$ cat src/rtl/rdma_pkg.sv
`default_nettype none
// ----------------------------------------------------------------------------
// rdma_pkg
// Shared types and constants for the region decoded memory access unit.
// ----------------------------------------------------------------------------
package rdma_pkg;

   localparam int NUM_REGIONS  = 4;
   localparam int REGION_BYTES = 4096;
   localparam int REG_COUNT    = 4;

   localparam int ADDR_W   = 32;
   localparam int DATA_W   = 32;
   localparam int SIZE_W   = 13;
   localparam int HIT_W    = 2;
   localparam int CSR_IX_W = 3;

   localparam int OFF_W    = $clog2(REGION_BYTES);
   localparam int BANK_W   = (NUM_REGIONS > 1) ? $clog2(NUM_REGIONS) : 1;
   localparam int LANES    = 4;
   localparam int ROW_W    = OFF_W - 2;
   localparam int LANE_AW  = BANK_W + ROW_W;
   localparam int LANE_DEPTH = (1 << LANE_AW);

   localparam int QDEPTH   = 2;
   localparam int QPTR_W   = 1;
   localparam int QCNT_W   = 2;

   localparam logic [7:0] BYTE_MASK = 8'hff;

   typedef enum logic [2:0] {
      OP_FETCH32  = 3'd0,
      OP_LOAD32   = 3'd1,
      OP_LOAD16   = 3'd2,
      OP_LOAD8    = 3'd3,
      OP_STORE32L = 3'd4,
      OP_STORE32B = 3'd5,
      OP_STORE16  = 3'd6,
      OP_STORE8   = 3'd7
   } op_type;

   typedef struct packed {
      op_type              op;
      logic                unmapped;
      logic [HIT_W-1:0]    hit;
      logic [OFF_W-1:0]    off;
      logic [DATA_W-1:0]   wdata;
   } entry_type;

endpackage
`default_nettype wire

$ cat src/rtl/rdma_front.sv
`default_nettype none
// ----------------------------------------------------------------------------
// rdma_front
// Region registers and parallel address decode; builds one queue entry.
// ----------------------------------------------------------------------------
module rdma_front
   import rdma_pkg::*;
(
   input  wire logic                 clock,
   input  wire logic                 reset,
   input  wire logic                 csr_we,
   input  wire logic [CSR_IX_W-1:0]  csr_index,
   input  wire logic [DATA_W-1:0]    csr_wdata,
   input  wire op_type               op,
   input  wire logic [ADDR_W-1:0]    address,
   input  wire logic [DATA_W-1:0]    write_data,
   output entry_type                 entry
);

   logic [ADDR_W-1:0] start_ff [REG_COUNT];
   logic [SIZE_W-1:0] size_ff  [REG_COUNT];
   logic [ADDR_W-1:0] diff     [NUM_REGIONS];
   logic              match    [NUM_REGIONS];
   logic              found;
   logic [HIT_W-1:0]  hit;
   logic [OFF_W-1:0]  off;

   always_ff @(posedge clock) begin
      if (reset) begin
         for (int i = 0; i < REG_COUNT; i++) begin
            start_ff[i] <= '0;
            size_ff[i]  <= '0;
         end
      end else if (csr_we) begin
         if (csr_index[0]) begin
            size_ff[csr_index[CSR_IX_W-1:1]] <= csr_wdata[SIZE_W-1:0];
         end else begin
            start_ff[csr_index[CSR_IX_W-1:1]] <= csr_wdata;
         end
      end
   end

   for (genvar g = 0; g < NUM_REGIONS; g++) begin : g_cmp
      assign diff[g]  = address - start_ff[g];
      assign match[g] = (address >= start_ff[g]) &&
                        (diff[g] < {{(ADDR_W-SIZE_W){1'b0}}, size_ff[g]});
   end

   // lowest index wins
   always_comb begin
      found = 1'b0;
      hit   = '0;
      off   = '0;
      for (int i = NUM_REGIONS - 1; i >= 0; i--) begin
         if (match[i]) begin
            found = 1'b1;
            hit   = HIT_W'(i);
            off   = diff[i][OFF_W-1:0];
         end
      end
   end

   always_comb begin
      entry.op       = op;
      entry.unmapped = !found;
      entry.hit      = hit;
      entry.off      = off;
      entry.wdata    = write_data;
   end

endmodule
`default_nettype wire

$ cat config.mk
export PLATFORM = sky130hd
export DESIGN_NAME = rdma_front
export DESIGN_NICKNAME = d
export VERILOG_FILES = /design/src/rtl/rdma_pkg.sv /design/src/rtl/rdma_front.sv
export SDC_FILE = /design/constraint.sdc
export NUM_CORES = 1
export LEC_CHECK = 0
export BUFFER_PORTS_ARGS = -buffer_cell sky130_fd_sc_hd__buf_2
export CORE_MARGIN = 4
export CORE_UTILIZATION = 60
export DETAILED_ROUTE_END_ITERATION = 8
export PLACE_DENSITY = 0.79
export SYNTH_ARGS = -nofsm -noshare
export SYNTH_HDL_FRONTEND = slang
export SYNTH_SLANG_ARGS = --single-unit
$ cat constraint.sdc
create_clock -name clock -period 8.8 [get_ports clock]
set_input_delay 1.32 -clock clock [delete_from_list [all_inputs] [get_ports clock]]
set_output_delay 1.32 -clock clock [all_outputs]
set_load 0.03 [all_outputs]
Yosys cells after proc, flatten, opt, wreduce, memory -nomap -nowiden
Memory sizes are Yosys's and may differ from the RTL's.
Index checks and enable logic that the tools add are counted.
{"block": "word_totals", "regBits": 0, "latchBits": 0, "mem_bits_rw": 180, "mem_bits_ro": 0, "inputBits": 105, "output_inout_bits": 50, "elab_cells": 49, "memories": 2}
{"name": "start_ff", "depth": 4, "width": 32, "read_ports": 4, "rd_clocked_by_memory_dff": 0, "wr": 4, "line": "rdma_front.sv:20", "source": "logic [ADDR_W-1:0] start_ff [REG_COUNT];"}
{"name": "size_ff", "depth": 4, "width": 13, "read_ports": 4, "rd_clocked_by_memory_dff": 0, "wr": 4, "line": "rdma_front.sv:21", "source": "logic [SIZE_W-1:0] size_ff [REG_COUNT];"}
{"block": "op_classes", "n_addsub": 4, "multipliers": 0, "div": 0, "n_lt_le_gt_ge": 8, "eq_ne": 0, "shifts": 0, "n_mux": 28, "n_bitwise": 0, "reduce_logical": 7}
{"op": "$ge A32 B32 Y1", "count": 4}
{"op": "$lt A32 B13 Y1", "count": 4}
{"op": "$sub A32 B32 Y32", "count": 4}
{"op": "$mux W12", "count": 4}
{"op": "$mux W32", "count": 1}
{"op": "$reduce_or A32 Y1", "count": 1}
{"op": "$mux W1", "count": 16}
{"op": "$mux W13", "count": 1}
{"op": "$reduce_or A13 Y1", "count": 1}
{"op": "$mux W2", "count": 6}
{"op": "$logic_and A1 B1 Y1", "count": 4}
{"op": "$logic_not A1 Y1", "count": 1}

Logic depth before layout (Yosys ltp)
Gate-level depths: netlist (run 1).
{"block": "logic_depth", "depth_word": 8, "ltp_mapped": 25, "mapped_depth_nobuf": 23}

Worst setup path before layout (run 1)
No wires, ideal clock.
{"block": "synth_timing", "path_type": "input to output", "startpoint": "input port address[0]", "endpoint": "output port entry[35] (netlist bit)", "arrival_time_ns": 6.057, "t_required_ns": 7.480, "path_slack_ns": 1.423, "cell_stages": 23, "n_path_buf": 1, "path_cell_list": "inv_1 -> ha_1 -> inv_1 -> fa_1 -> a211oi_1 -> nor3_1 -> or2_2 -> a21o_1 -> a21oi_1 -> xnor2_1 -> ha_1 -> nand2_1 -> o21ai_0 -> a2111oi_0 -> o2111ai_1 -> a211oi_1 -> nand4_1 -> nor4_1 -> nand4_1 -> nor2_1 -> buf_2 -> a31oi_1 -> a32oi_1"}
{"element": "from (decl)", "line": "rdma_front.sv:15", "source": "input wire logic [ADDR_W-1:0] address,"}
{"element": "to (decl)", "line": "rdma_front.sv:17", "source": "output entry_type entry"}

==> flow_summary.toml, run 1 <==
[setup_path]
maximum_fanout_along_the_worst_path = 13
worstPathCellList = "buf_2 > inv_1 > ha_1 > fa_1 > nand2b_1 > a211oi_1 > o221ai_1 > nand2_1 > xor2_1 > ha_1 > a21oi_1 > o311ai_0 > or4_1 > nor4_1 > o2111a_1 > nand4_1 > or4_4 > a311oi_2 > buf_4 > nand2_1 > a32oi_1 > buf_2"
crit_arrival_ns = 6.91
critPathLaunchType = "input pin"
required_ns = 7.48
critPathCaptureType = "output pin"
critPathKind = "in -> out"
crit_path_max_incr_delay_ns = 0.61
cp_slowest_cell = "sky130_fd_sc_hd__or4_4"

[grt]
largest_net_degree_at_the_start_of_global_routing = 34
grt.met3_usage_pct = 4.315
global_route.usage.met2_pct = 56.35
grt_first_pass_wirelength_um = 83650
grt_pass1_vias = 15044
global_route_met1_utilization_pct = 47.66
grt_antenna_before_repair = 3
total_global_routing_overflow = 0
groute.usage.overall_pct = 34.45
grt-busiest-layer = "met2"

[final_layout]
n_fill_cell = 2409
final_cell_mix = "sky130_fd_sc_hd__inv_1 (211), sky130_fd_sc_hd__and2_1 (188), sky130_fd_sc_hd__edfxtp_1 (180), sky130_fd_sc_hd__ha_1 (176), sky130_fd_sc_hd__a21oi_1 (165)"
area_growth_pct = 5.789
final_common_cell = "sky130_fd_sc_hd__inv_1"
num-nets-final = 2319
antennaDiodeCount = 0
drive_above_1_share_pct = 7.722

[pwr]
power_per_cell_area_nw_per_um2 = 158.1
pwr-share-seq_pct = 35.4
ir_drop_mv = 0.09257
internal_power_mw = 1.764
power.net_switching_mw = 1.111
combPwrFrac_pct = 37.6
clock_power_share_pct = 27.0
finalPower_mw = 2.874
static-leakage-power_nw = 7.731
switching_share_pct = 38.64

[clock_tree]
cts-root-buf = "sky130_fd_sc_hd__clkbuf_16"
bufs_on_longest_clock_path = 2
cts-hold-fix-buffers = 0
cts_sinks = 180
tritoncts = "yes"
cts-buffers-inserted = 17
h-tree-depth = 4
post_cts_buffers = 0
cts_resized = 0
clkSlewWorstSetupHoldPaths_ns = 0.08

[route]
post_drt_via_cell_ratio = 6.547
post_drt_wl_per_cell_um = 22.66
detail_route.drc_violations = 0
final_antenna_net_count = 0
route.vias.total = 15870
detailedRoute.firstPassIterationCount = 6
drt-total-wl_um = 54920
dr.first_iter.drc_count = 1631

[min_path]
timing.hold.worst_endpoint = "start_ff[1][14]$_SDFFCE_PN0P_"
hold_path_depth = 2
hp-start = "csr_wdata[14]"
holdCritPathClass = "in -> reg"

[synthesis]
synth_compound_area_share_pct = 22.35
post_synth_xor_area_fraction_pct = 3.313
number_of_flops_mapped_to_enable_cells_by_yosys = 180
synthDominantCellAreaShare_pct = 31.45
synth_cell_type_count = 75
synth_largest_area_cell = "sky130_fd_sc_hd__edfxtp_1"
ys_warn_count = 0
post_synth_mux_area_share_pct = 1.143
postSynth.topFlopCell = "sky130_fd_sc_hd__edfxtp_1"
synth.area.top_cells = "sky130_fd_sc_hd__edfxtp_1 (31%), sky130_fd_sc_hd__ha_1 (13%), sky130_fd_sc_hd__and2_1 (6.8%)"
synth_nets = 2316
synth-async-reset-ratio_pct = 0
synth_top_family_by_area = "compound AO/OA/AOI/OAI gates"
synth-seq-area-share_pct = 31.45
synthSimpleGateAreaFrac_pct = 20.60
syn-mean-instance-area_um2 = 8.461
synth_fa_ha_area_share_pct = 13.28
synthesis.area_um2 = 17180
ys_ff_latch = 180
synthesis.instances = 2031

[sta]
max-slew-margin-rel_pct = 24.44
timing_worst_slew_pin_value_ns = 1.132
fin_ws_ns = 0.5675
final_max_slew_viol_count = 0
timing.final.hold_violations = 0
rsz0062_at_grt = "false"
final.period_utilization_pct = 93.55
fmaxAchievable_ghz = 0.1215
final.min_clock_period_ns = 8.232
timing.setup.tns_ns = 0
worst_hold_slack_across_all_endpoints_ns = 1.252
report.final.setup_viol = 0

[die]
initial_utilization_pct = 61.35
die_height_um = 177.2
dieWidth_um = 177.2
boundaryPins = 155
floorplan.core_area_um2 = 28010
num_rows = 61
overall_die_area_um2 = 31410

[flow_run]
max-cap-violations = 0

[outcome]
outcome = "complete, no violations"

[placed_design]
placement.setup.worst_slack_ns = 0.6799
io_buffers = 84
dp.final_hpwl_um = 43980
gpl.final_weighted_congestion = 0.9872
[metal layers]
layer | wire length [um] | up-vias
met5 | 7 | -
met4 | 1582 | 2
met3 | 5377 | 125
met2 | 25480 | 831
met1 | 22470 | 7558
li1 | - | 7354
[state kept, by name, indices dropped and copies added (netlist names)]
signal and cells:
start_ff 128, size_ff 52
[worst max-delay path by stage]
| stage | from | to | depth (start not counted) |
|---|---|---|---|
| after detailed placement | address[0] | entry[42] | 22 |
| after global routing | address[0] | entry[42] | 25 |
| after CTS | address[0] | entry[42] | 26 |
| after global placement | address[0] | entry[43] | 22 |
| final | address[0] | entry[43] | 22 |
| after floorplan | address[0] | entry[35] | 23 |
[critical path, delay by kind of cell]
family,cells,cell delay [ns]
AND/OR/NAND/NOR,7,2.04
adder cells (fa/ha/maj),3,0.90
AO/OA/AOI/OAI,7,1.88
XOR/XNOR,1,0.07
buffers and inverters,4,0.70
[synth_stat cells (15+ instances only)]
cell type,count
sky130_fd_sc_hd__a211o_1,17
sky130_fd_sc_hd__a211oi_1,29
sky130_fd_sc_hd__a21o_1,38
sky130_fd_sc_hd__a21oi_1,165
sky130_fd_sc_hd__a31oi_1,25
sky130_fd_sc_hd__and2_1,188
sky130_fd_sc_hd__buf_4,35
sky130_fd_sc_hd__clkbuf_1,67
sky130_fd_sc_hd__edfxtp_1,180
sky130_fd_sc_hd__ha_1,176
sky130_fd_sc_hd__inv_1,211
sky130_fd_sc_hd__nand2_1,151
sky130_fd_sc_hd__nand2b_1,16
sky130_fd_sc_hd__nand3_1,44
sky130_fd_sc_hd__nand4_1,43
sky130_fd_sc_hd__nor2_1,115
sky130_fd_sc_hd__nor2b_1,15
sky130_fd_sc_hd__nor3_1,40
sky130_fd_sc_hd__o211ai_1,21
sky130_fd_sc_hd__o21a_1,40
sky130_fd_sc_hd__o21ai_0,111
sky130_fd_sc_hd__o21bai_1,17
sky130_fd_sc_hd__or3_1,15
sky130_fd_sc_hd__xnor2_1,37
sky130_fd_sc_hd__xor2_1,28
[final cells by class]
| type | count | area [um2] | share of cell area, % |
|---|---|---|---|
| multi-input cells | 1531 | 10440 | 57.42 |
| flip-flops and latches | 180 | 5405 | 29.73 |
| inverters | 211 | 792.0 | 4.357 |
| repair buffers | 93 | 488.0 | 2.684 |
| well taps | 378 | 473.0 | 2.602 |
| clock buffers | 17 | 425.4 | 2.340 |
| clock inverters | 14 | 157.7 | 0.8672 |
[through the flow]
stage | cell area (um2) | instances | util (%)
2_1_floorplan | 17180 | 2031 | -
3_3_place_gp | 17600 | 2393 | 62.82
3_5_place_dp | 17600 | 2393 | 62.82
4_1_cts | 18180 | 2424 | 64.90
5_1_grt | 18180 | 2424 | 64.90
6_report | 18180 | 2424 | 64.90
[power by group through the flow]
stage / Combinational [mW] / Sequential [mW] / Clock, mW
finish: 1.08 / 1.02 / 0.777
global route: 1.17 / 1.02 / 0.818
CTS: 1.04 / 1.02 / 0.776
detailed placement: 1.04 / 1.04 / 0
global placement: 1.02 / 1.03 / 0
floorplan: 0.756 / 1.03 / 0
[cells by family (layout without fill, tap and decap cells)]
kind of cell | count (synthesis) | in the layout
DFF | 180 | 180
AOI/OAI and AO/OA | 584 | 584
muxes | 19 | 19
buffers and inverters | 320 | 335
and+or+nand+nor | 683 | 683
xor gates and xnor gates | 65 | 65
adders and majority gates | 180 | 180
Power figures use the tool's default switching activity.
==> run 2: changes to the inputs <==
--- a/config.mk
+++ b/config.mk
@@ -6,7 +6,8 @@
 export NUM_CORES = 1
 export LEC_CHECK = 0
 export BUFFER_PORTS_ARGS = -buffer_cell sky130_fd_sc_hd__buf_2
-export CORE_MARGIN = 4
+export CAP_MARGIN = 20
+export CORE_MARGIN = 2
 export CORE_UTILIZATION = 60
 export DETAILED_ROUTE_END_ITERATION = 8
 export PLACE_DENSITY = 0.79
==> run 2 against run 1 <==
Worst setup slack lost 0.21 ns. First-iteration DRC count shrank 6.1%. Design area is essentially flat. Final cell count is essentially flat. Via count shrank 0.40%. Sequential share of layout area is essentially flat. Critical path depth grew 3. Highest routed layer is now met4.
==> flow_summary.toml, run 2 (same netlist as run 1, synthesis figures left out) <==
[final_layout]
area_growth_pct = 5.752
finish.utilization_pct = 64.88
drive_above_1_share_pct = 7.632
final_cell_mix = "sky130_fd_sc_hd__inv_1 (211), sky130_fd_sc_hd__and2_1 (188), sky130_fd_sc_hd__edfxtp_1 (180), sky130_fd_sc_hd__ha_1 (176), sky130_fd_sc_hd__a21oi_1 (165)"
final_common_cell = "sky130_fd_sc_hd__inv_1"
finish.instance_area_um2 = 18170
layout.cells.non_filler = 2422
num-nets-final = 2317
biggestRegsByFlops = "start_ff: 128 flops, size_ff: 52 flops"
antennaDiodeCount = 0
n_fill_cell = 2402
largest_register_ff_count = 128
largest_register = "start_ff"

[clock_tree]
h-tree-depth = 4
clkSlewWorstSetupHoldPaths_ns = 0.07
post_cts_buffers = 0
bufs_on_longest_clock_path = 2
cts-hold-fix-buffers = 0
cts-buffers-inserted = 17
tritoncts = "yes"
cts_sinks = 180
cts_resized = 0
cts-root-buf = "sky130_fd_sc_hd__clkbuf_16"

[setup_path]
cp_slowest_cell = "sky130_fd_sc_hd__a211oi_1"
cp_top_family = "compound AO/OA/AOI/OAI gates"
path_buf_inv = 5
critPathKind = "in -> out"
crit_path_max_incr_delay_ns = 0.68
critPathCaptureType = "output pin"
critPathLaunchType = "input pin"
required_ns = 7.48
crit_arrival_ns = 7.12
maximum_fanout_along_the_worst_path = 14

[grt]
total_global_routing_overflow = 0
grt_pass1_vias = 14860
grt_antenna_before_repair = 2
largest_net_degree_at_the_start_of_global_routing = 34
grt_first_pass_wirelength_um = 81940
groute.usage.overall_pct = 35.18

[pwr]
finalPower_mw = 2.856
power_per_cell_area_nw_per_um2 = 157.2
ir_drop_mv = 0.1091
static-leakage-power_nw = 7.718

[sta]
fin_ws_ns = 0.3614
final.period_utilization_pct = 95.89
worst_hold_slack_across_all_endpoints_ns = 1.244
timing_worst_slew_pin_value_ns = 1.045
final.min_clock_period_ns = 8.439
report.final.setup_viol = 0
fmaxAchievable_ghz = 0.1185
max-slew-margin-rel_pct = 30.34
timing.setup.tns_ns = 0
timing.final.hold_violations = 0
final_max_slew_viol_count = 0
rsz0062_at_grt = "false"

[outcome]
outcome = "complete, no violations"

[placed_design]
dp.final_hpwl_um = 43160
io_buffers = 84
placed_area_um2 = 17590
dpl.cell_count = 2391
placement.setup.worst_slack_ns = 0.4511
gpl.final_weighted_congestion = 1.048

[route]
detail_route.drc_violations = 0
final_antenna_net_count = 0
dr.first_iter.drc_count = 1532
post_drt_via_cell_ratio = 6.526
detailedRoute.firstPassIterationCount = 5
post_drt_wl_per_cell_um = 22.20
route.vias.total = 15806
drt-total-wl_um = 53770

[die]
floorplan.core_area_um2 = 28010
overall_die_area_um2 = 30010
boundaryPins = 155
num_rows = 61
dieWidth_um = 173.2
initial_utilization_pct = 61.35
die_height_um = 173.2

[flow_run]
max-cap-violations = 0

[min_path]
holdCritPathClass = "in -> reg"
run 2: power breakdown:
| part | switching (mW) | internal, mW | total (mW) |
|---|---|---|---|
| clock network | 0.370 | 0.403 | 0.773 |
| logic | 0.686 | 0.379 | 1.06 |
| registers | 0.0172 | 1.00 | 1.02 |
| total | 1.07 | 1.78 | 2.86 |
run 2: area by class of cell:
| type | count | area, um2 | area share [%] |
|---|---|---|---|
| multi-input cells | 1531 | 10440 | 57.46 |
| flip-flops and latches | 180 | 5405 | 29.74 |
| clock inverters | 14 | 161.4 | 0.8882 |
| well taps | 378 | 473.0 | 2.603 |
| inverters | 211 | 792.0 | 4.358 |
| clock buffers | 17 | 425.4 | 2.341 |
| repair buffers | 91 | 473.0 | 2.603 |
run 2: metal layers:
metal | vias up | global-route usage, % | wire, um | share of wire [%]
met5 | - | 0 | 0 | 0
met4 | 0 | 12.32 | 1783 | 3.3
met3 | 111 | 6.184 | 5504 | 10
met2 | 836 | 56.62 | 24300 | 45
met1 | 7505 | 47.93 | 22180 | 41
li1 | 7354 | - | - | -
run 2: path summary, 6_finish.rpt:
check | start | endpoint | slack, ns | cells after the start
worst max-delay path | address[0] | entry[40] | 0.36 | 25
worst min-delay path | csr_wdata[31] | start_ff[3][31]$_DFFE_PP_ | 1.24 | 2
