## config.mk

```make
export PLATFORM = sky130hd
export DESIGN_NAME = rdma_queue
export DESIGN_NICKNAME = d
export VERILOG_FILES = /design/src/rtl/rdma_pkg.sv /design/src/rtl/rdma_queue.sv
export SDC_FILE = /design/constraint.sdc
export NUM_CORES = 1
export LEC_CHECK = 0
export BUFFER_PORTS_ARGS = -buffer_cell sky130_fd_sc_hd__buf_2
export CORE_MARGIN = 4
export CORE_UTILIZATION = 45
export CTS_CLUSTER_DIAMETER = 200
export CTS_CLUSTER_SIZE = 20
export DETAILED_ROUTE_END_ITERATION = 6
export GPL_TIMING_DRIVEN = 0
export MAX_ROUTING_LAYER = met4
export PLACE_DENSITY_LB_ADDON = 0.25
export SLEW_MARGIN = 20
export SYNTH_ARGS = -nofsm -noshare
export SYNTH_HDL_FRONTEND = slang
export SYNTH_SLANG_ARGS = --single-unit
```

## constraint.sdc

```tcl
create_clock -name clock -period 7.87 [get_ports clock]
set_input_delay 0.787 -clock clock [delete_from_list [all_inputs] [get_ports clock]]
set_output_delay 0.787 -clock clock [all_outputs]
set_load 0.02 [all_outputs]
```

## src/rtl/rdma_pkg.sv

```systemverilog
`default_nettype none
// ----------------------------------------------------------------------------
// rdma_pkg
// Shared types and constants for the region decoded memory access unit.
// ----------------------------------------------------------------------------
package rdma_pkg;

   localparam int NUM_REGIONS  = 4;
   localparam int REGION_BYTES = 4096;
   localparam int REG_COUNT    = 4;

   localparam int ADDR_W   = 32;
   localparam int DATA_W   = 32;
   localparam int SIZE_W   = 13;
   localparam int HIT_W    = 2;
   localparam int CSR_IX_W = 3;

   localparam int OFF_W    = $clog2(REGION_BYTES);
   localparam int BANK_W   = (NUM_REGIONS > 1) ? $clog2(NUM_REGIONS) : 1;
   localparam int LANES    = 4;
   localparam int ROW_W    = OFF_W - 2;
   localparam int LANE_AW  = BANK_W + ROW_W;
   localparam int LANE_DEPTH = (1 << LANE_AW);

   localparam int QDEPTH   = 2;
   localparam int QPTR_W   = 1;
   localparam int QCNT_W   = 2;

   localparam logic [7:0] BYTE_MASK = 8'hff;

   typedef enum logic [2:0] {
      OP_FETCH32  = 3'd0,
      OP_LOAD32   = 3'd1,
      OP_LOAD16   = 3'd2,
      OP_LOAD8    = 3'd3,
      OP_STORE32L = 3'd4,
      OP_STORE32B = 3'd5,
      OP_STORE16  = 3'd6,
      OP_STORE8   = 3'd7
   } op_type;

   typedef struct packed {
      op_type              op;
      logic                unmapped;
      logic [HIT_W-1:0]    hit;
      logic [OFF_W-1:0]    off;
      logic [DATA_W-1:0]   wdata;
   } entry_type;

endpackage
`default_nettype wire

```

## src/rtl/rdma_queue.sv

```systemverilog
`default_nettype none
// ----------------------------------------------------------------------------
// rdma_queue
// Two-entry FIFO between the decode front and the memory back end.
// ----------------------------------------------------------------------------
module rdma_queue
   import rdma_pkg::*;
(
   input  wire logic       clock,
   input  wire logic       reset,
   input  wire logic       push,
   input  wire entry_type  push_entry,
   output logic            not_full,
   input  wire logic       pop,
   output logic            not_empty,
   output entry_type       head
);

   entry_type          slot_ff [QDEPTH];
   logic [QPTR_W-1:0]  wr_ptr_ff, wr_ptr_in;
   logic [QPTR_W-1:0]  rd_ptr_ff, rd_ptr_in;
   logic [QCNT_W-1:0]  count_ff, count_in;

   assign not_full  = (count_ff != QCNT_W'(QDEPTH));
   assign not_empty = (count_ff != '0);
   assign head      = slot_ff[rd_ptr_ff];

   always_comb begin
      wr_ptr_in = push ? wr_ptr_ff + 1'b1 : wr_ptr_ff;
      rd_ptr_in = pop  ? rd_ptr_ff + 1'b1 : rd_ptr_ff;
      count_in  = count_ff;
      if (push && !pop) begin
         count_in = count_ff + 1'b1;
      end else if (pop && !push) begin
         count_in = count_ff - 1'b1;
      end
   end

   always_ff @(posedge clock) begin
      if (reset) begin
         wr_ptr_ff <= '0;
         rd_ptr_ff <= '0;
         count_ff  <= '0;
      end else begin
         wr_ptr_ff <= wr_ptr_in;
         rd_ptr_ff <= rd_ptr_in;
         count_ff  <= count_in;
      end
   end

   always_ff @(posedge clock) begin
      if (push) begin
         slot_ff[wr_ptr_ff] <= push_entry;
      end
   end

endmodule
`default_nettype wire

```

After elaboration in Yosys (flattened, before gate mapping)
Memory sizes are Yosys's and may differ from the RTL's. A register that Yosys moved wholly into a read port is not among the register bits.
Index checks and enable logic that the tools add are counted.

storage, ports and cells
  bits in registers = 4
  memories = 1
  output and inout port bits = 52
  input port bits = 54
  bits in writable memories = 100
  logic and storage cells = 21

memory list
  name     depth  width  read ports  clocked after memory_dff  wr ports  RTL line          text
  slot_ff  2      50     1           1                         1         rdma_queue.sv:19  entry_type slot_ff [QDEPTH];

operators by class
  reduce and logical (&&, ||, !) cells = 6
  $add $sub $neg = 4
  eq/ne operators = 1
  multiplexer cells = 6

operator list
  kind                   count
  $mux W1                4
  $mux W2                2
  $reduce_bool A2 Y1     2
  $add A1 B1 Y1 const B  2
  $add A2 B1 Y2 const B  1
  $logic_and A1 B1 Y1    2
  $logic_not A1 Y1       2
  $ne A2 B2 Y1 const B   1
  $sub A2 B1 Y2 const B  1

Longest topological paths before layout
Gate-level depths: netlist of the first run.

  depth after elaboration = 4
  depth in mapped cells = 5
  gate-level depth less buffers = 5

Worst setup path before layout of the first run
Ideal clock, no wire load.

  path type = input -> register
  from = in push
  to = mem slot_ff[0][0] in the netlist's numbering (enable)
  path slack = 4.403 ns
  required time = 7.406 ns
  stages on the path = 1
  data arrival time = 3.003 ns
  buffers on the path = 0
  setup time = 0.464 ns
  cell sequence = nor2b_1

on the way
  word-level cells in the longest chain between the ends = 2

ends and longest elaborated chain
  item                           RTL line          text
  start: declaration             rdma_queue.sv:11  input wire logic push,
  $mux W1                        rdma_queue.sv:52  if (push) begin
  $mux W1 (implied by the code)  rdma_queue.sv:53  slot_ff[wr_ptr_ff] <= push_entry;
  end: declaration               rdma_queue.sv:19

Every way passes these cells.

==> impl_metrics.toml, run 1 <==
[cells_and_area]
layout.filler_cells = 663
antenna_cells_inserted = 0
syn2layout_area_growth_pct = 24.6
area_of_all_placed_cells_without_fillers_um2 = 4750
fin_nets = 351
fraction_of_layout_instances_using_a_drive_strength_above_1 = 0.429

[hold_path]
min_from = "count_ff[1]$_SDFFE_PP0P_"
holdCritPathClass = "reg2reg"
whs_endpoint = "count_ff[1]$_SDFFE_PP0P_"
min_delay_path_depth = 2

[detailed_routing]
routed_via_density = 4.74
wirelength_mm = 6.43
route.detailed.drc = 0
drt_iter0_markers = 56
dr.pass1.iters = 4
route.detailed.wl_per_inst_um = 15.8
routed-via-count = 1926
final_antenna_net_count = 0

[cts]
post_cts_hold_buffer_count = 0
cts_max_path_buffers = 2
cts-resized-gates = 0
postCtsSetupBuffers = 0
total_number_of_clock_tree_sinks = 105
tritoncts.num_buffers = 9
cts-htree-levels = 3
cts_tree = "yes"
clk_latency_ns = 0.36
clk_transition_reported_paths_ns = 0.09
clock-root-buffer = "sky130_fd_sc_hd__clkbuf_8"

[sta]
final-hold-violation-count = 0
slew_violations = 0
timing.max_slew.rel_slack = 0.549
report.final.setup_viol = 0
worst_pin_slew_ns = 0.676
fraction_of_the_cycle_the_final_worst_path_needs = 0.307
rsz0062_at_grt = "no"
fin_crit_ns = 2.42
clock_skew_ns = 0.00790
fin_tns_setup_ns = 0
timing.fmax_mhz = 414

[floorplanning]
die_outline_area_um2 = 10000
die-height_um = 100
number_of_placed_i_o_pins = 106
placeableCoreArea_um2 = 8220
die_w_um = 100
fp-row-count = 33
initial_cell_density_of_the_core = 0.464

[critical_path]
crit_path_max_fanout = 10
worst_setup_path_end_kind = "output port"
critPathArrivalTime_ns = 1.63
worst-endpoint-required_ns = 7.08
worst-setup-path-type = "reg2out"
startpoint_type = "flip-flop"
ff2ff_setup_slack_ns = 6.45
regToRegStartpoint = "wr_ptr_ff$_SDFFE_PP0P_"
rr_endpoint = "slot_ff[1][13]$_DFFE_PP_"
rr_worst_depth = 1

[placement]
gp_congestion = 0.695
post_dp_cell_area_um2 = 4540
place.detailed.hpwl_mm = 4.43
portBuffers = 105

[yosys]
mapped_nets = 233
synth.lib_cells_used.distinct = 17
synth_area_um2 = 3810
yosysSeqAreaShare = 0.813
synth.ff_latch_count = 105
syn-instance-count = 178
yosys_warnings = 0
syn_area_per_cell_um2 = 21.4

[global_route]
grt_pass1_wl_mm = 10.0
grt_start_max_net_pins = 51
via_count_of_the_first_global_routing_pass = 2067
globalRouteTotalUtil = 0.139
grt-ovfl-total = 0
number_of_antenna_violations_at_the_first_check_in_global_routing = 0

[flow_run]
maxCapViolations = 0

[pwr]
ir_worst_vdd_mv = 0.111
leakage_uw = 0.00181
p_per_area_nw_per_um2 = 246

[outcome]
status = "completed"
[worst max-delay path by stage]
| stage | endpoint | slack (ns) | startpoint | cells after the start |
|---|---|---|---|---|
| final | head[10] | 5.45 | flip-flop | 4 |
| after detailed placement | head[24] | 5.79 | flip-flop | 4 |
| after global placement | slot_ff[0][28]$_DFFE_PP_ | 2.90 | push | 2 |
| after global routing | head[10] | 5.28 | flip-flop | 4 |
| after floorplan | slot_ff[0][0]$_DFFE_PP_ | 4.40 | push | 1 |
| after CTS | head[10] | 5.38 | flip-flop | 4 |
[final cells by class]
class | count | area, um^2 | area share
Multi-Input combinational cell | 66 | 677 | 0.142
Clock inverter | 6 | 90.1 | 0.0189
Timing Repair Buffer | 107 | 581 | 0.122
Tap cell | 105 | 131 | 0.0276
Sequential cell | 105 | 3100 | 0.653
Inverter | 1 | 3.75 | 0.000789
Clock buffer | 10 | 128 | 0.0268
Buffer | 6 | 41.3 | 0.00868
[state kept, by name, summed over array words and instances, names as in the netlist, named ones only]
register and count:
count_ff 2, rd_ptr_ff 1, slot_ff 100, wr_ptr_ff 1
[synthesized netlist by cell type]
cell | n | area, um^2
sky130_fd_sc_hd__mux2_1 | 50 | 563
sky130_fd_sc_hd__or2_1 | 1 | 6.26
sky130_fd_sc_hd__and2_1 | 1 | 6.26
sky130_fd_sc_hd__buf_4 | 5 | 37.5
sky130_fd_sc_hd__nand2b_1 | 1 | 6.26
sky130_fd_sc_hd__a21oi_1 | 1 | 5.00
sky130_fd_sc_hd__ha_1 | 1 | 12.5
sky130_fd_sc_hd__or3_1 | 1 | 6.26
sky130_fd_sc_hd__dfxtp_1 | 5 | 100
sky130_fd_sc_hd__inv_1 | 1 | 3.75
sky130_fd_sc_hd__clkbuf_1 | 1 | 3.75
sky130_fd_sc_hd__edfxtp_1 | 100 | 3000
sky130_fd_sc_hd__nor2_1 | 4 | 15.0
sky130_fd_sc_hd__o21ai_0 | 1 | 5.00
sky130_fd_sc_hd__xor2_1 | 2 | 17.5
sky130_fd_sc_hd__xnor2_1 | 2 | 17.5
sky130_fd_sc_hd__nor2b_1 | 1 | 6.26
[where the power goes]
| part | switching (uW) | internal (uW) | leakage [uW] | total (uW) |
|---|---|---|---|---|
| Clock | 174 | 181 | 0.000107 | 355 |
| Sequential | 8.35 | 650 | 0.000980 | 658 |
| Combinational | 94.4 | 62.0 | 0.000719 | 156 |
[critical path, cell delays in order (launching register included)]
cell and delay (ns):
sky130_fd_sc_hd__dfxtp_1 0.31, sky130_fd_sc_hd__clkbuf_1 0.21, sky130_fd_sc_hd__buf_4 0.24, sky130_fd_sc_hd__mux2_1 0.35, sky130_fd_sc_hd__buf_2 0.17
[kinds of logic after synthesis]
group / share of synthesized area
and+or+nand+nor: 0.0121
DFF: 0.813
muxes: 0.148
xor gates and xnor gates: 0.00919
buffers and inverters: 0.0118
adders and majority gates: 0.00328
AOI/OAI and AO/OA: 0.00262
[routing by layer]
layer | GRT usage | up-vias | share of wire
met5 | - | - | 0
li1 | - | 924 | -
met3 | 0.0375 | 10 | 0.054
met4 | 0.0539 | 0 | 0.018
met1 | 0.162 | 937 | 0.41
met2 | 0.230 | 55 | 0.52
[per-stage QoR]
step	utilization	worst slack [ns]	power, uW	hold WS, ns	instances
finish	0.579	5.45	1170	0.519	406
global route	0.579	5.28	1220	0.569	406
CTS	0.579	5.38	1190	0.517	406
detailed placement	0.552	5.79	831	0.500	390
global placement	0.544	2.90	824	0.479	388
floorplan	-	4.40	765	0.461	178
[placed cells by master, fill, tap and decap left out]
cell                         count
sky130_fd_sc_hd__o21ai_0         1
sky130_fd_sc_hd__buf_16          2
sky130_fd_sc_hd__edfxtp_1      100
sky130_fd_sc_hd__nor2_1          4
sky130_fd_sc_hd__mux2_1         50
sky130_fd_sc_hd__buf_2         105
sky130_fd_sc_hd__a21oi_1         1
sky130_fd_sc_hd__clkbuf_8        9
sky130_fd_sc_hd__clkbuf_1        2
sky130_fd_sc_hd__ha_1            1
sky130_fd_sc_hd__or2_1           1
sky130_fd_sc_hd__xnor2_1         2
sky130_fd_sc_hd__and2_4          1
sky130_fd_sc_hd__or3_1           1
sky130_fd_sc_hd__nand2b_1        1
sky130_fd_sc_hd__xor2_1          2
sky130_fd_sc_hd__nor2b_4         1
sky130_fd_sc_hd__bufinv_16       2
sky130_fd_sc_hd__buf_4           5
sky130_fd_sc_hd__clkinv_2        1
sky130_fd_sc_hd__inv_6           2
sky130_fd_sc_hd__clkinvlp_4      1
sky130_fd_sc_hd__dfxtp_1         5
sky130_fd_sc_hd__inv_1           1
Power figures use the tool's default switching activity.
==> inputs of run 2 (changes only) <==
clock period = 2.09 ns   (was 7.87 ns; I/O delays follow)
==> run 2 against run 1 <==
  * Sequential share of layout area up 0.57 points
  * Worst hold slack got worse by 0.48 ns
  * Register-to-register slack worse by 5.8 ns
  * Worst setup slack worse by 5.2 ns
  * Clock skew up 0.0023 ns
  * Final cell count is the same
  * Global-route usage up 0.35 points
  * Critical endpoint is now head[4]
  * Critical path depth unchanged
  * Largest power group unchanged
  * Sequential power increased to 3.8 times the previous value
==> impl_metrics.toml, run 2 (synthesized netlist as in run 1, its figures left out) <==
[placement]
gp_congestion = 0.683
portBuffers = 105
post_dp_cell_area_um2 = 4540
dp_worst_setup_slack_ns = 0.532
place.detailed.hpwl_mm = 4.50

[sta]
clock_skew_ns = 0.0102
rsz0062_at_grt = "no"
worst_pin_slew_ns = 0.684
final-hold-violation-count = 0
final_critical_path_setup_slack_ns = 0.209
fraction_of_the_cycle_the_final_worst_path_needs = 0.900
timing.hold.ws_ns = 0.0344
timing.fmax_mhz = 532
fin_crit_ns = 1.88
timing.max_slew.rel_slack = 0.544
report.final.setup_viol = 0
slew_violations = 0

[critical_path]
startpoint_type = "flip-flop"
worst_setup_path_end_kind = "output port"
crit_path_max_fanout = 10
rr_worst_depth = 1
regToRegStartpoint = "wr_ptr_ff$_SDFFE_PP0P_"
worst-setup-path-type = "reg2out"
critPathArrivalTime_ns = 1.67
rr_endpoint = "slot_ff[1][46]$_DFFE_PP_"
worst-endpoint-required_ns = 1.88
ff2ff_setup_slack_ns = 0.65

[global_route]
grt_pass1_wl_mm = 10.4
groute.layer.met1.usage = 0.155
globalRouteTotalUtil = 0.142
grt-busiest-layer = "met2"
number_of_antenna_violations_at_the_first_check_in_global_routing = 0
grt_start_max_net_pins = 51
grt-ovfl-total = 0
via_count_of_the_first_global_routing_pass = 2164
grt_use_met2 = 0.252
grtUsageMet3 = 0.0299

[cts]
tritoncts.num_buffers = 9
clk_transition_reported_paths_ns = 0.10
cts_tree = "yes"
cts-resized-gates = 0
total_number_of_clock_tree_sinks = 105
clk_latency_ns = 0.36
cts-htree-levels = 3
clock-root-buffer = "sky130_fd_sc_hd__clkbuf_8"
cts_max_path_buffers = 2
postCtsSetupBuffers = 0
post_cts_hold_buffer_count = 0

[hold_path]
whs_endpoint = "slot_ff[0][0]$_DFFE_PP_"
min_from = "push_entry[0]"
min_delay_path_depth = 1
holdCritPathClass = "in2reg"

[cells_and_area]
largest_register_ffs = 100
regMostFlops = "slot_ff"
area_of_all_placed_cells_without_fillers_um2 = 4710
top_regs = "slot_ff: 100 flops, count_ff: 2 flops"
antenna_cells_inserted = 0
layout_commonest_cell = "sky130_fd_sc_hd__buf_2"
finish.utilization = 0.574
fin_nets = 351
syn2layout_area_growth_pct = 23.5
fraction_of_layout_instances_using_a_drive_strength_above_1 = 0.429
most_used_cells_in_the_layout_excluding_fill_and_tap_cells = "105 x sky130_fd_sc_hd__buf_2, 100 x sky130_fd_sc_hd__edfxtp_1, 50 x sky130_fd_sc_hd__mux2_1, 9 x sky130_fd_sc_hd__clkbuf_8"

[floorplanning]
fp-row-count = 33
die_w_um = 100
die_outline_area_um2 = 10000
placeableCoreArea_um2 = 8220
initial_cell_density_of_the_core = 0.464
die-height_um = 100
number_of_placed_i_o_pins = 106

[detailed_routing]
route.detailed.wl_per_inst_um = 16.3
drt_iter0_markers = 51
route.detailed.drc = 0
final_antenna_net_count = 0
routed_via_density = 4.81
dr.pass1.iters = 4
routed-via-count = 1951
wirelength_mm = 6.60

[pwr]
leakage_uw = 0.00179
ir_worst_vdd_mv = 0.526
p_per_area_nw_per_um2 = 889

[flow_run]
maxCapViolations = 0

[outcome]
status = "completed"
==> run 2: routing by layer <==
layer  up-vias  part of all wire
met3         8             0.055
met5         -                 0
met2        58              0.55
met4         0             0.012
met1       960              0.38
li1        925                 -
==> run 2: through the flow <==
step	setup TNS, ns	std cells	total power [uW]
finish	0	406	4190
global route	0	406	4380
CTS	0	406	4250
detailed placement	0	390	3130
global placement	-69.90	388	3100
floorplan	0	178	2880
==> run 2: report_power, final <==
| part | internal (uW) | total (uW) | switching (uW) |
|---|---|---|---|
| Combinational | 233 | 591 | 358 |
| Clock | 445 | 1120 | 677 |
| Sequential | 2450 | 2480 | 31.7 |
==> run 2: worst max-delay path by stage <==
stage                               end  slack [ns]  cells after the start
6_report                        head[4]        0.21                      4
3_3_place_gp   slot_ff[0][12]$_DFFE_PP_       -0.81                      2
4_1_cts                         head[4]        0.13                      4
2_1_floorplan   slot_ff[0][0]$_DFFE_PP_        0.03                      1
3_5_place_dp                    head[4]        0.53                      4
5_1_grt                        head[48]        0.09                      4
==> run 2: area by class of cell <==
| class | instances | area (um^2) |
|---|---|---|
| fillers | 684 | 3500 |
| flip-flops and latches | 105 | 3100 |
| multi-input cells | 66 | 677 |
| repair buffers | 107 | 581 |
| well taps | 105 | 131 |
| clock buffers | 9 | 124 |
| clock inverters | 7 | 52.6 |
| plain buffers | 6 | 41.3 |
| inverters | 1 | 3.75 |
==> run 2: critical path, cell delays in order (launching register included) <==
cell,delay [ns]
sky130_fd_sc_hd__dfxtp_1,0.32
sky130_fd_sc_hd__clkbuf_1,0.23
sky130_fd_sc_hd__buf_4,0.25
sky130_fd_sc_hd__mux2_1,0.36
sky130_fd_sc_hd__buf_2,0.17
==> inputs of run 3 (changes only) <==
CELL_PAD_IN_SITES_DETAIL_PLACEMENT = 1   (was not set)
CELL_PAD_IN_SITES_GLOBAL_PLACEMENT = 1   (was not set)
CORE_UTILIZATION = 39   (was 45)
==> run 3 against run 2 <==
  * Sequential power is essentially flat
  * First-iteration DRC count is 14% lower
  * Utilization decreased by 6.7 points
  * Global-route usage is 0.76 points lower
  * Total power grew 2.4%
  * Sequential share of layout area decreased by 0.49 points
  * Highest routed layer unchanged
  * Sequential cell count stayed put
  * Combinational power down 0.7%
  * Count of clock-buffer cells in the layout unchanged
  * Final cell count rose by 5.7%
  * Final area is 0.74% higher
  * Largest cell class unchanged
==> impl_metrics.toml, run 3 (synthesized netlist as in run 1, its figures left out) <==
[placement]
place.detailed.hpwl_mm = 4.96
placed_cells_incl_taps = 414
gp_congestion = 0.671
post_dp_cell_area_um2 = 4560
portBuffers = 105

[pwr]
ir_worst_vdd_mv = 0.384
leakage_uw = 0.00179
finalPower_uw = 4290
p_per_area_nw_per_um2 = 904

[hold_path]
holdCritPathClass = "in2reg"

[detailed_routing]
drt_iter0_markers = 44
route.detailed.drc = 0
routed_via_density = 4.57
routed-via-count = 1960
route.detailed.wl_per_inst_um = 16.5
wirelength_mm = 7.09
final_antenna_net_count = 0
dr.pass1.iters = 4

[global_route]
number_of_antenna_violations_at_the_first_check_in_global_routing = 0
grt-ovfl-total = 0
grt_pass1_wl_mm = 11.1
via_count_of_the_first_global_routing_pass = 2213
grt_start_max_net_pins = 51
globalRouteTotalUtil = 0.134

[sta]
timing.max_slew.rel_slack = 0.532
worst_pin_slew_ns = 0.702
timing.fmax_mhz = 549
slew_violations = 0
final-hold-violation-count = 0
clock_skew_ns = 0.00827
fraction_of_the_cycle_the_final_worst_path_needs = 0.872
report.final.setup_viol = 0
timing.hold.ws_ns = 0.0308
rsz0062_at_grt = "no"
fin_crit_ns = 1.82

[floorplanning]
fp-row-count = 35
die_outline_area_um2 = 11400
die-height_um = 107
number_of_placed_i_o_pins = 106
placeableCoreArea_um2 = 9370
initial_cell_density_of_the_core = 0.407
die_w_um = 107

[cells_and_area]
final-seq-area_um2 = 3100
fraction_of_layout_instances_using_a_drive_strength_above_1 = 0.430
area_of_all_placed_cells_without_fillers_um2 = 4750
layout.filler_cells = 933
finish.utilization = 0.507
multi_input_area_um2 = 677
fin_nets = 350
stdcell_count = 429
syn2layout_area_growth_pct = 24.5
antenna_cells_inserted = 0
layout_commonest_cell = "sky130_fd_sc_hd__buf_2"
top_regs = "slot_ff: 100 flops, count_ff: 2 flops"
largest_register_ffs = 100
regMostFlops = "slot_ff"
most_used_cells_in_the_layout_excluding_fill_and_tap_cells = "105 x sky130_fd_sc_hd__buf_2, 100 x sky130_fd_sc_hd__edfxtp_1, 50 x sky130_fd_sc_hd__mux2_1, 9 x sky130_fd_sc_hd__clkbuf_8"

[cts]
total_number_of_clock_tree_sinks = 105
cts-htree-levels = 3
clk_latency_ns = 0.35
tritoncts.num_buffers = 9
cts-resized-gates = 0
postCtsSetupBuffers = 0
clk_transition_reported_paths_ns = 0.10
cts_tree = "yes"
clock-root-buffer = "sky130_fd_sc_hd__clkbuf_8"
post_cts_hold_buffer_count = 0
cts_max_path_buffers = 2

[critical_path]
cp_slowest_stage_delay_ns = 0.49
critical_path_cell_with_the_highest_stage_delay = "sky130_fd_sc_hd__dfxtp_1"
cpLargestDelayFamily = "flip-flops"
critPathArrivalTime_ns = 1.61
crit_path_max_fanout = 10
worst-setup-path-type = "reg2out"
worst-endpoint-required_ns = 1.88
cp_num_buf_inv = 2
startpoint_type = "flip-flop"
timing.critical_path.cells = "buf_4 > mux2_1 > buf_2"
worst_setup_path_end_kind = "output port"

[outcome]
status = "completed"

[flow_run]
maxCapViolations = 0
## run 3: changes by cell type in the layout (fill, tap and decap cells not counted), sizes merged
cell,delta
inv,-1
clkinv,-1
bufinv,+1
clkbuf,-1
clkinvlp,+1
## run 3: worst paths after layout
| path | from | to | slack, ns | depth (start not counted) |
|---|---|---|---|---|
| setup / recovery | flip-flop | head[10] | 0.27 | 3 |
| hold reg to reg | count_ff[1]$_SDFFE_PP0P_ | count_ff[1]$_SDFFE_PP0P_ | 0.51 | 2 |
| hold / removal | push_entry[44] | slot_ff[1][44]$_DFFE_PP_ | 0.03 | 1 |
| setup reg to reg | wr_ptr_ff$_SDFFE_PP0P_ | slot_ff[1][3]$_DFFE_PP_ | 0.64 | 1 |
## run 3: power breakdown
group | internal [uW] | switching, uW | total (uW)
clock network | 555 | 669 | 1220
logic | 230 | 357 | 587
registers | 2450 | 35.7 | 2480
## run 3: final cells by class
| cell class | instances | share of cell area |
|---|---|---|
| Clock buffer | 9 | 0.0261 |
| Multi-Input combinational cell | 66 | 0.143 |
| Buffer | 5 | 0.00791 |
| Inverter | 1 | 0.000791 |
| Sequential cell | 105 | 0.653 |
| Timing Repair Buffer | 107 | 0.121 |
| Tap cell | 129 | 0.0340 |
| Clock inverter | 7 | 0.0145 |
## run 3: stage by stage
step | worst slack (ns) | TNS [ns]
3_3_place_gp | -0.795 | -68.73
6_report | 0.267 | 0
3_5_place_dp | 0.477 | 0
2_1_floorplan | 0.0300 | 0
5_1_grt | 0.111 | 0
4_1_cts | 0.0577 | 0
## run 3: routing by layer
layer | share of wire | GRT usage | wire, um
met1 | 0.40 | 0.148 | 2830
met2 | 0.53 | 0.234 | 3790
met3 | 0.058 | 0.0403 | 411
met4 | 0.0079 | 0.0438 | 56
met5 | 0 | - | 0
